<file path="src/hdl/arpc_pkg.sv">
`default_nettype none

package arpc_pkg;

  localparam int unsigned IP_W  = 32;
  localparam int unsigned MAC_W = 48;

  localparam logic KIND_UPDATE = 1'b0;
  localparam logic KIND_LOOKUP = 1'b1;

  typedef struct packed {
    logic             kind;
    logic [IP_W-1:0]  ip_addr;
    logic [MAC_W-1:0] mac_addr;
  } in_word_t;

  typedef struct packed {
    logic             found;
    logic [MAC_W-1:0] mac_out;
  } out_word_t;

  typedef struct packed {
    logic             valid;
    logic [IP_W-1:0]  ip;
    logic [MAC_W-1:0] mac;
  } entry_t;

  typedef struct packed {
    logic capture;
    logic shift;
  } cell_ctrl_t;

  typedef enum logic {
    ST_IDLE,
    ST_APPLY
  } state_t;

endpackage

`default_nettype wire

</file>
<file path="src/hdl/arpc_cell.sv">
`default_nettype none

module arpc_cell (
  input  wire                          clk,
  input  wire                          rst_n,
  input  arpc_pkg::cell_ctrl_t         ctrl,
  input  arpc_pkg::in_word_t           key,
  input  arpc_pkg::entry_t             prev_entry,
  input  wire                          seen_i,
  output arpc_pkg::entry_t             entry_o,
  output logic                         seen_o,
  output logic [arpc_pkg::MAC_W-1:0]   hit_mac_o
);

  logic                       valid_r;
  logic [arpc_pkg::IP_W-1:0]  ip_r;
  logic [arpc_pkg::MAC_W-1:0] mac_r;
  logic                       match_r;
  logic                       match_nxt;
  logic                       load;

  assign match_nxt = valid_r & ((key.kind == arpc_pkg::KIND_LOOKUP) ?
                                (ip_r == key.ip_addr) : (mac_r == key.mac_addr));

  assign load = ctrl.shift & ~seen_i;

  always_ff @(posedge clk) begin
    if (!rst_n) begin
      valid_r <= 1'b0;
    end else if (load) begin
      valid_r <= prev_entry.valid;
    end
  end

  always_ff @(posedge clk) begin
    if (load) begin
      ip_r  <= prev_entry.ip;
      mac_r <= prev_entry.mac;
    end
    if (ctrl.capture) begin
      match_r <= match_nxt;
    end
  end

  assign entry_o   = '{valid: valid_r, ip: ip_r, mac: mac_r};
  assign seen_o    = seen_i | match_r;
  assign hit_mac_o = (match_r & ~seen_i) ? mac_r : '0;

endmodule

`default_nettype wire

</file>
<file path="src/hdl/arp_cache_lru_unit.sv">
// Address resolution cache held as a row of cells in recency order, the most
// recent entry in the first cell. A word is taken when start is high and busy
// is low; the key is compared in every cell at that edge, and on the next edge
// an update shifts the row by one cell up to the hit (or across the whole row on
// a miss, dropping the least recent entry) while the result is registered; a
// lookup leaves the row as it is. Each word therefore passes through the compare
// stage followed by the shift stage, and out_strobe marks the result for one
// cycle right after busy falls. The receiver cannot stall, so a result must be
// taken in the cycle it is shown; a new word can be accepted in that same cycle.
`default_nettype none

module arp_cache_lru_unit #(
  parameter int unsigned ENTRIES = 16
) (
  input  wire                   clk,
  input  wire                   rst_n,
  input  wire                   start,
  output logic                  busy,
  input  arpc_pkg::in_word_t    in_word,
  output logic                  out_strobe,
  output arpc_pkg::out_word_t   out_word
);

  arpc_pkg::state_t           state_r;
  arpc_pkg::state_t           state_nxt;
  arpc_pkg::in_word_t         req_r;
  arpc_pkg::cell_ctrl_t       ctrl;
  arpc_pkg::entry_t           new_entry;
  arpc_pkg::entry_t           ent [ENTRIES];
  logic [ENTRIES:0]           seen;
  logic [arpc_pkg::MAC_W-1:0] hit_mac [ENTRIES];
  logic [arpc_pkg::MAC_W-1:0] hit_mac_any;
  logic [ENTRIES-1:0]         vld;
  logic                       accept;
  logic                       apply;
  logic                       out_strobe_r;
  arpc_pkg::out_word_t        out_word_r;

  assign accept = start & ~busy;

  always_comb begin
    state_nxt = state_r;
    unique case (state_r)
      arpc_pkg::ST_IDLE:  if (start) state_nxt = arpc_pkg::ST_APPLY;
      arpc_pkg::ST_APPLY: state_nxt = arpc_pkg::ST_IDLE;
      default:            state_nxt = arpc_pkg::ST_IDLE;
    endcase
  end

  always_comb begin
    busy  = 1'b0;
    apply = 1'b0;
    unique case (state_r)
      arpc_pkg::ST_IDLE:  busy = 1'b0;
      arpc_pkg::ST_APPLY: begin
        busy  = 1'b1;
        apply = 1'b1;
      end
      default:            busy = 1'b0;
    endcase
  end

  always_ff @(posedge clk) begin
    if (!rst_n) begin
      state_r      <= arpc_pkg::ST_IDLE;
      out_strobe_r <= 1'b0;
    end else begin
      state_r      <= state_nxt;
      out_strobe_r <= apply;
    end
  end

  always_ff @(posedge clk) begin
    if (accept) begin
      req_r <= in_word;
    end
    if (apply) begin
      out_word_r.found   <= seen[ENTRIES];
      out_word_r.mac_out <= (req_r.kind == arpc_pkg::KIND_LOOKUP) ? hit_mac_any : '0;
    end
  end

  assign ctrl.capture = accept;
  assign ctrl.shift   = apply & (req_r.kind == arpc_pkg::KIND_UPDATE);
  assign new_entry    = '{valid: 1'b1, ip: req_r.ip_addr, mac: req_r.mac_addr};
  assign seen[0]      = 1'b0;

  for (genvar i = 0; i < ENTRIES; i++) begin : g_cell
    arpc_cell u_cell (
      .clk        (clk),
      .rst_n      (rst_n),
      .ctrl       (ctrl),
      .key        (in_word),
      .prev_entry ((i == 0) ? new_entry : ent[(i == 0) ? 0 : i-1]),
      .seen_i     (seen[i]),
      .entry_o    (ent[i]),
      .seen_o     (seen[i+1]),
      .hit_mac_o  (hit_mac[i])
    );
    assign vld[i] = ent[i].valid;
  end

  always_comb begin
    hit_mac_any = '0;
    for (int i = 0; i < ENTRIES; i++) begin
      hit_mac_any = hit_mac_any | hit_mac[i];
    end
  end

  assign out_strobe = out_strobe_r;
  assign out_word   = out_word_r;

  // Each accepted word is worked on for exactly one apply cycle.
  a_single_apply: assert property (@(posedge clk) disable iff (!rst_n)
    busy |=> !busy)
    else $error("apply phase lasted more than one cycle");

  // A result follows every apply cycle and nothing else.
  a_strobe_after_apply: assert property (@(posedge clk) disable iff (!rst_n)
    out_strobe |-> $past(busy))
    else $error("result strobe without a preceding apply cycle");

  // Misses and updates never return a hardware address.
  a_miss_zero: assert property (@(posedge clk) disable iff (!rst_n)
    (out_strobe && !out_word.found) |-> (out_word.mac_out == '0))
    else $error("nonzero address reported on a miss");

  // Valid entries always occupy a contiguous run starting at the first cell.
  a_valid_packed: assert property (@(posedge clk) disable iff (!rst_n)
    ((({1'b0, vld} + 1'b1) & {1'b0, vld}) == '0))
    else $error("gap in the valid entries of the cell row");

endmodule

`default_nettype wire

</file>
<file path="config.mk">
export PLATFORM = sky130hd
export DESIGN_NAME = arp_cache_lru_unit
export DESIGN_NICKNAME = d
export VERILOG_FILES = /design/src/hdl/arpc_pkg.sv /design/src/hdl/arpc_cell.sv /design/src/hdl/arp_cache_lru_unit.sv
export SDC_FILE = /design/constraint.sdc
export NUM_CORES = 2
export LEC_CHECK = 0
export ABC_AREA = 1
export ABC_CLOCK_PERIOD_IN_PS = 38900
export BUFFER_PORTS_ARGS = -buffer_cell sky130_fd_sc_hd__buf_2
export CAP_MARGIN = 20
export CORE_UTILIZATION = 30
export CTS_CLUSTER_DIAMETER = 60
export DETAILED_ROUTE_END_ITERATION = 8
export PLACE_DENSITY_LB_ADDON = 0.1
export SLEW_MARGIN = 10
export SYNTH_ARGS = -nofsm -noshare
export SYNTH_HDL_FRONTEND = slang
export SYNTH_SLANG_ARGS = --single-unit
</file>
<file path="constraint.sdc">
create_clock -name clk -period 38.9 [get_ports clk]
set_input_delay 3.89 -clock clk [delete_from_list [all_inputs] [get_ports clk]]
set_output_delay 3.89 -clock clk [all_outputs]
set_load 0.01 [all_outputs]
</file>
==> Word level (Yosys, flattened, before mapping) <==
Index checks and enable logic that the tools add are counted.
{ "word_totals": {"elab_cells": 235, "output_inout_bits": 51, "input_bits": 84, "reg_bits": 1444} }
{ "op_classes": {"muxes": 36, "n_bitwise": 96, "n_eq_ne": 32} }
{ "op_table": {"columns": ["cell", "n"], "rows": [
  ["equality test 48 bit", 16],
  ["two-way mux 48 bit", 16],
  ["OR 48 bit", 15],
  ["equality test 32 bit", 16],
  ["AND 1 bit", 48],
  ["two-way mux 1 bit", 18],
  ["NOT 1 bit", 18],
  ["OR 1 bit", 15],
  ["case mux 1 bit (2 select lines)", 2]
]} }

==> Logic depth before layout (Yosys ltp) <==
{ "logic_depth": {"ltp_word": 18, "depth_mapped": 18} }

==> Modules after synthesis <==
From an unflattened synthesis, not the netlist that was laid out.
{ "hier_totals": {"cells_unflattened": 7940, "area_unflattened_um2": 71969.0} }
{ "by_module_without_submodules": {"columns": ["module", "cells_each", "instances", "area_each_um2"], "rows": [
  ["arpc_cell", 442, 16, 4068.9],
  ["arp_cache_lru_unit", 868, 1, 6866.6]
]} }

==> Worst setup path before layout <==
OpenSTA, ideal clock, no wires.
{ "synth_timing": {"path_type": "register to register", "startpoint": "reg state_r", "endpoint": "reg g_cell[14].u_cell.ip_r[0] in the netlist's numbering, enable pin", "path_slack_ns": 22.179, "path_stages_with_launch": 15, "arrival_time_ns": 16.106, "path_cell_list": "dfxtp_1 > inv_1 > nor2_4 > nand2_4 > nor2_4 > nand2_2 > nor2_4 > nand2_2 > nor2_4 > nand2_2 > nor2_4 > nand2_2 > nor2_4 > nand2_4 > nor3_1"} }
{ "synth_between": {"elab_chain_cells": 3} }
{ "synth_lines": {"columns": ["item", "line", "rtl"], "rows": [
  ["start: declaration", "arp_cache_lru_unit.sv:24", "arpc_pkg::state_t state_r;"],
  ["start signal: assignment", "arp_cache_lru_unit.sv:65", "state_r <= arpc_pkg::ST_IDLE;"],
  ["start signal: assignment", "arp_cache_lru_unit.sv:68", "state_r <= state_nxt;"],
  ["two-way mux 1 bit", "arp_cache_lru_unit.sv:53", "unique case (state_r)"],
  ["AND 1 bit", "arp_cache_lru_unit.sv:84", "assign ctrl.shift = apply & (req_r.kind == arpc_pkg::KIND_UPDATE);"],
  ["named net g_cell[0].u_cell.load", "arpc_cell.sv:20", "logic load;"],
  ["AND 1 bit", "arpc_cell.sv:25", "assign load = ctrl.shift & ~seen_i;"],
  ["named net g_cell[14].u_cell.load", "arpc_cell.sv:20", null],
  ["end signal: assignment", "arpc_cell.sv:37", "ip_r <= prev_entry.ip;"],
  ["end: declaration", "arpc_cell.sv:16", "logic [arpc_pkg::IP_W-1:0] ip_r;"]
]} }
The timed path passes the listed nets, and every way through them passes these cells.
A chain may end at the register's enable or synchronous reset.

==> Final worst setup path <==
{ "layout_timing": {"startpoint": "in in_word[23] in the netlist's numbering", "endpoint": "reg g_cell[4].u_cell.match_r, data pin"} }
{ "layout_between": {"elab_chain_cells": 3} }
{ "layout_lines": {"columns": ["item", "line", "rtl"], "rows": [
  ["start: declaration", "arp_cache_lru_unit.sv:19", "input arpc_pkg::in_word_t in_word,"],
  ["equality test 48 bit", "arpc_cell.sv:23", "(ip_r == key.ip_addr) : (mac_r == key.mac_addr));"],
  ["two-way mux 1 bit", "arpc_cell.sv:22", "assign match_nxt = valid_r & ((key.kind == arpc_pkg::KIND_LOOKUP) ?"],
  ["AND 1 bit", "arpc_cell.sv:22", null],
  ["named net g_cell[4].u_cell.match_nxt", "arpc_cell.sv:19", "logic match_nxt;"],
  ["end signal: assignment", "arpc_cell.sv:41", "match_r <= match_nxt;"],
  ["end: declaration", "arpc_cell.sv:18", "logic match_r;"]
]} }
The timed path passes the listed nets, and every way through them passes these cells.

==> results.txt <==
die height: 474 µm
Top FF cell, synth: edfxtp_1
top-area cell type share of the netlist area: 64.0%
CP endpoint kind: register
post_cts resized: 0
clock latency reported for the late side of the worst-skew pair: 0.84 ns
R2R depth: 18
number of setup buffers added after CTS: 0
clock root cell: clkbuf_16
Initial DRT Pass Iterations: 5
Longest Clk Path Bufs: 3
vias in the first global route: 44901
CTS Sinks: 1444
status: finished clean
Pins Over Slew Limit: 0
Final ANT Viol Nets: 0
Layout area overhead: 14.9%
area leader, netlist: edfxtp_1
Final Hold Vio Count: 0
hold crit path type: register to register
footprint of the multi-input gates: 21000 µm²
Synth Warn #: 0
Worst Path Arrival: 7.16 ns
Setup crit end: g_cell[4].u_cell.match_r
post-synth net total: 5857
CP startpoint kind: primary input
CP max FO: 19
Post-Syn Area per Cell: 11.6 µm²
Post-synth EDFFs: 1426
port bufs: 134
leak pwr: 27.0 nW
Vias/cell: 4.93
layout cells sized above 1: 10.7%
# setup viols final: 0
cts bufs inserted: 179
largest cells by area after synthesis: edfxtp_1 64%, xor2_1 7.8%, xnor2_1 4.0%
fraction of registers with async set/reset: 0%
die area: 225000 µm²
Tot Pwr: 3.62 mW
register area share after synthesis: 64.5%
Slew @ Worst Pin: 1.12 ns
fillers: 22295
# Max-Cap Violations: 0
VDD IR-drop max: 43.2 µV
Slew headroom: 25.3%
worst flop-to-flop path endpoint: g_cell[14].u_cell.mac_r[46]
Ports: 135
final routed DRC violation total: 0
clk_skew: 0.0444 ns
routability cong.: 0.906
RR Startpoint: state_r
Core Region: 222000 µm²
R2R setup slack: 32.99 ns
post-layout min period: 6.45 ns
Reg clk slew, reported paths: 0.06 ns
Die W: 474 µm
first-pass GRT wire length: 358 mm
HPWL after detailed placement: 196 mm
row cnt: 173
critical path class: primary input to register
final setup TNS: 0 ns
Final period util: 16.6%
initial core utilization: 30.1%
Syn Inst Count: 5773
Worst Setup SP: in_word[23]
FMAX: 155 MHz
PD cells: 47.0 nW/µm²
pin count of the biggest net entering global routing: 63
WL/cell: 29.0 µm
Seq. cell area: 43200 µm²
GRT Total Usage: 23.0%
gr ovfl total: 0
H-Tree Depth: 4
vias: 44445
total wire length: 261 mm
initial antenna violation count: 25
unrepaired setup endpoints after global routing: no
Mapped Area: 67000 µm²
CTS tree: yes
Hold Buf Count CTS: 0
initial DRC count: 3672
synthesized flop and latch total: 1444
Final #Nets: 5976
CP Data Required Time: 39.61 ns
post-synth cell types: 43
==> sequential cells by signal, indices dropped and copies added (netlist names) <==
signal and count:
g_cell.u_cell.valid_r 16, new_entry 80, g_cell.u_cell.mac_r 768, state_r 1
out_word 49, req_r 1, g_cell.u_cell.ip_r 512, g_cell.u_cell.match_r 16
out_strobe 1
==> worst max-delay path, stage by stage <==
cell      delay [ns]
buf_2           0.08
buf_4           0.31
clkinv_1        0.89
nand2_1         0.34
nand4_1         0.23
nor3_1          0.23
nand2_1         0.27
nor2_1          0.17
nand2_1         0.06
o21ai_0         0.40
and3_1          0.23
==> worst min-delay path by stage <==
stage                     depth (start not counted)  slack [ns]                    endpoint          start
after floorplan                                   0        0.40    g_cell[0].u_cell.ip_r[0]  new_entry[48]
after global placement                            0        0.40  g_cell[0].u_cell.mac_r[47]  new_entry[47]
after detailed placement                          0        0.40   g_cell[0].u_cell.ip_r[17]  new_entry[65]
after CTS                                         0        0.39  g_cell[0].u_cell.mac_r[11]  new_entry[11]
after global routing                              0        0.40  g_cell[0].u_cell.mac_r[11]  new_entry[11]
final                                             0        0.39  g_cell[0].u_cell.mac_r[11]  new_entry[11]
==> cells in the final DEF (no fill, tap or decap), types with 8 or more instances in the layout <==
| cell type | instances |
|---|---|
| clkbuf_16 | 179 |
| or2_2 | 103 |
| nor2_1 | 599 |
| clkbuf_1 | 32 |
| clkinv_2 | 24 |
| diode_2 | 8 |
| clkinv_1 | 58 |
| o22ai_1 | 64 |
| nor4_1 | 149 |
| bufinv_16 | 16 |
| edfxtp_1 | 1426 |
| inv_1 | 409 |
| buf_2 | 136 |
| nor3_1 | 65 |
| buf_4 | 114 |
| dfxtp_1 | 17 |
| a21oi_1 | 27 |
| o2111ai_1 | 20 |
| nor2_4 | 15 |
| a221oi_1 | 13 |
| nand4_1 | 268 |
| xor2_1 | 594 |
| o21ai_0 | 74 |
| a22o_1 | 18 |
| xnor2_1 | 307 |
| nand3_1 | 517 |
| nand2_1 | 672 |
| a211oi_1 | 25 |
==> Yosys cell counts, types with 2 or more instances <==
library cell and instances:
a2111oi_0 5, a211oi_1 25, a21oi_1 27, a221oi_1 13, a22o_1 18, and2_0 3
and3_1 7, buf_1 51, buf_2 35, buf_4 4, clkbuf_1 222, clkinv_1 11
dfxtp_1 18, edfxtp_1 1426, inv_1 417, inv_2 2, nand2_1 672, nand2_2 4
nand2_4 2, nand3_1 519, nand3b_1 7, nand4_1 268, nor2_1 604, nor2_2 3
nor2_4 7, nor3_1 67, nor3b_1 4, nor4_1 152, nor4b_1 7, o2111ai_1 20
o211ai_1 2, o21a_1 2, o21ai_0 74, o21ai_1 2, o22ai_1 64, or2_2 103
xnor2_1 307, xor2_1 594
==> metal layers <==
metal  global-route usage (%)  part of all wire (%)  wire length, µm  up-vias
met5                        0                 0.021               54        -
met4                     11.5                   5.5            14200        8
met3                     3.00                   4.5            11700      439
met2                     41.4                    51           134000     1366
met1                     26.6                    39           101000    22212
li1                         -                     -                -    20420
==> layout make-up <==
cell class,instances,area share (%)
Multi-Input combinational cell,3587,27.3
Tap cell,2975,4.84
Clock inverter,115,1.57
Sequential cell,1444,56.1
Clock buffer,211,5.98
Timing Repair Buffer,250,2.00
Antenna cell,8,0.0260
Inverter,430,2.12
==> stage by stage <==
stage	utilization, %	worst slack [ns]	hold WS [ns]	instances	cell area (µm²)
after floorplan	-	22.18	0.400	5773	67000
after global placement	32.0	30.57	0.400	8683	71100
after global routing	34.6	32.43	0.405	9015	76900
after detailed placement	32.0	31.58	0.405	8686	71100
final	34.6	32.45	0.395	9020	76900
after CTS	34.6	32.49	0.388	9012	76900
==> report_power, final <==
group | switching (mW) | total, mW | leakage (nW) | internal (mW)
combinational | 0.173 | 0.231 | 11.1 | 0.0584
clock | 0.711 | 1.67 | 2.80 | 0.957
sequential | 0.0101 | 1.72 | 13.1 | 1.71
==> logic make-up (layout without fill, tap and decap cells) <==
family          Yosys count  after routing  share of synthesized area [%]
buf+inv                 742           1006                           4.25
xor+xnor                901            901                           11.8
simple gates           2433           2433                           17.0
compound gates          253            253                           2.44
flops                  1444           1444                           64.5
other cells               0              8                              0
Power figures use the tool's default switching activity.
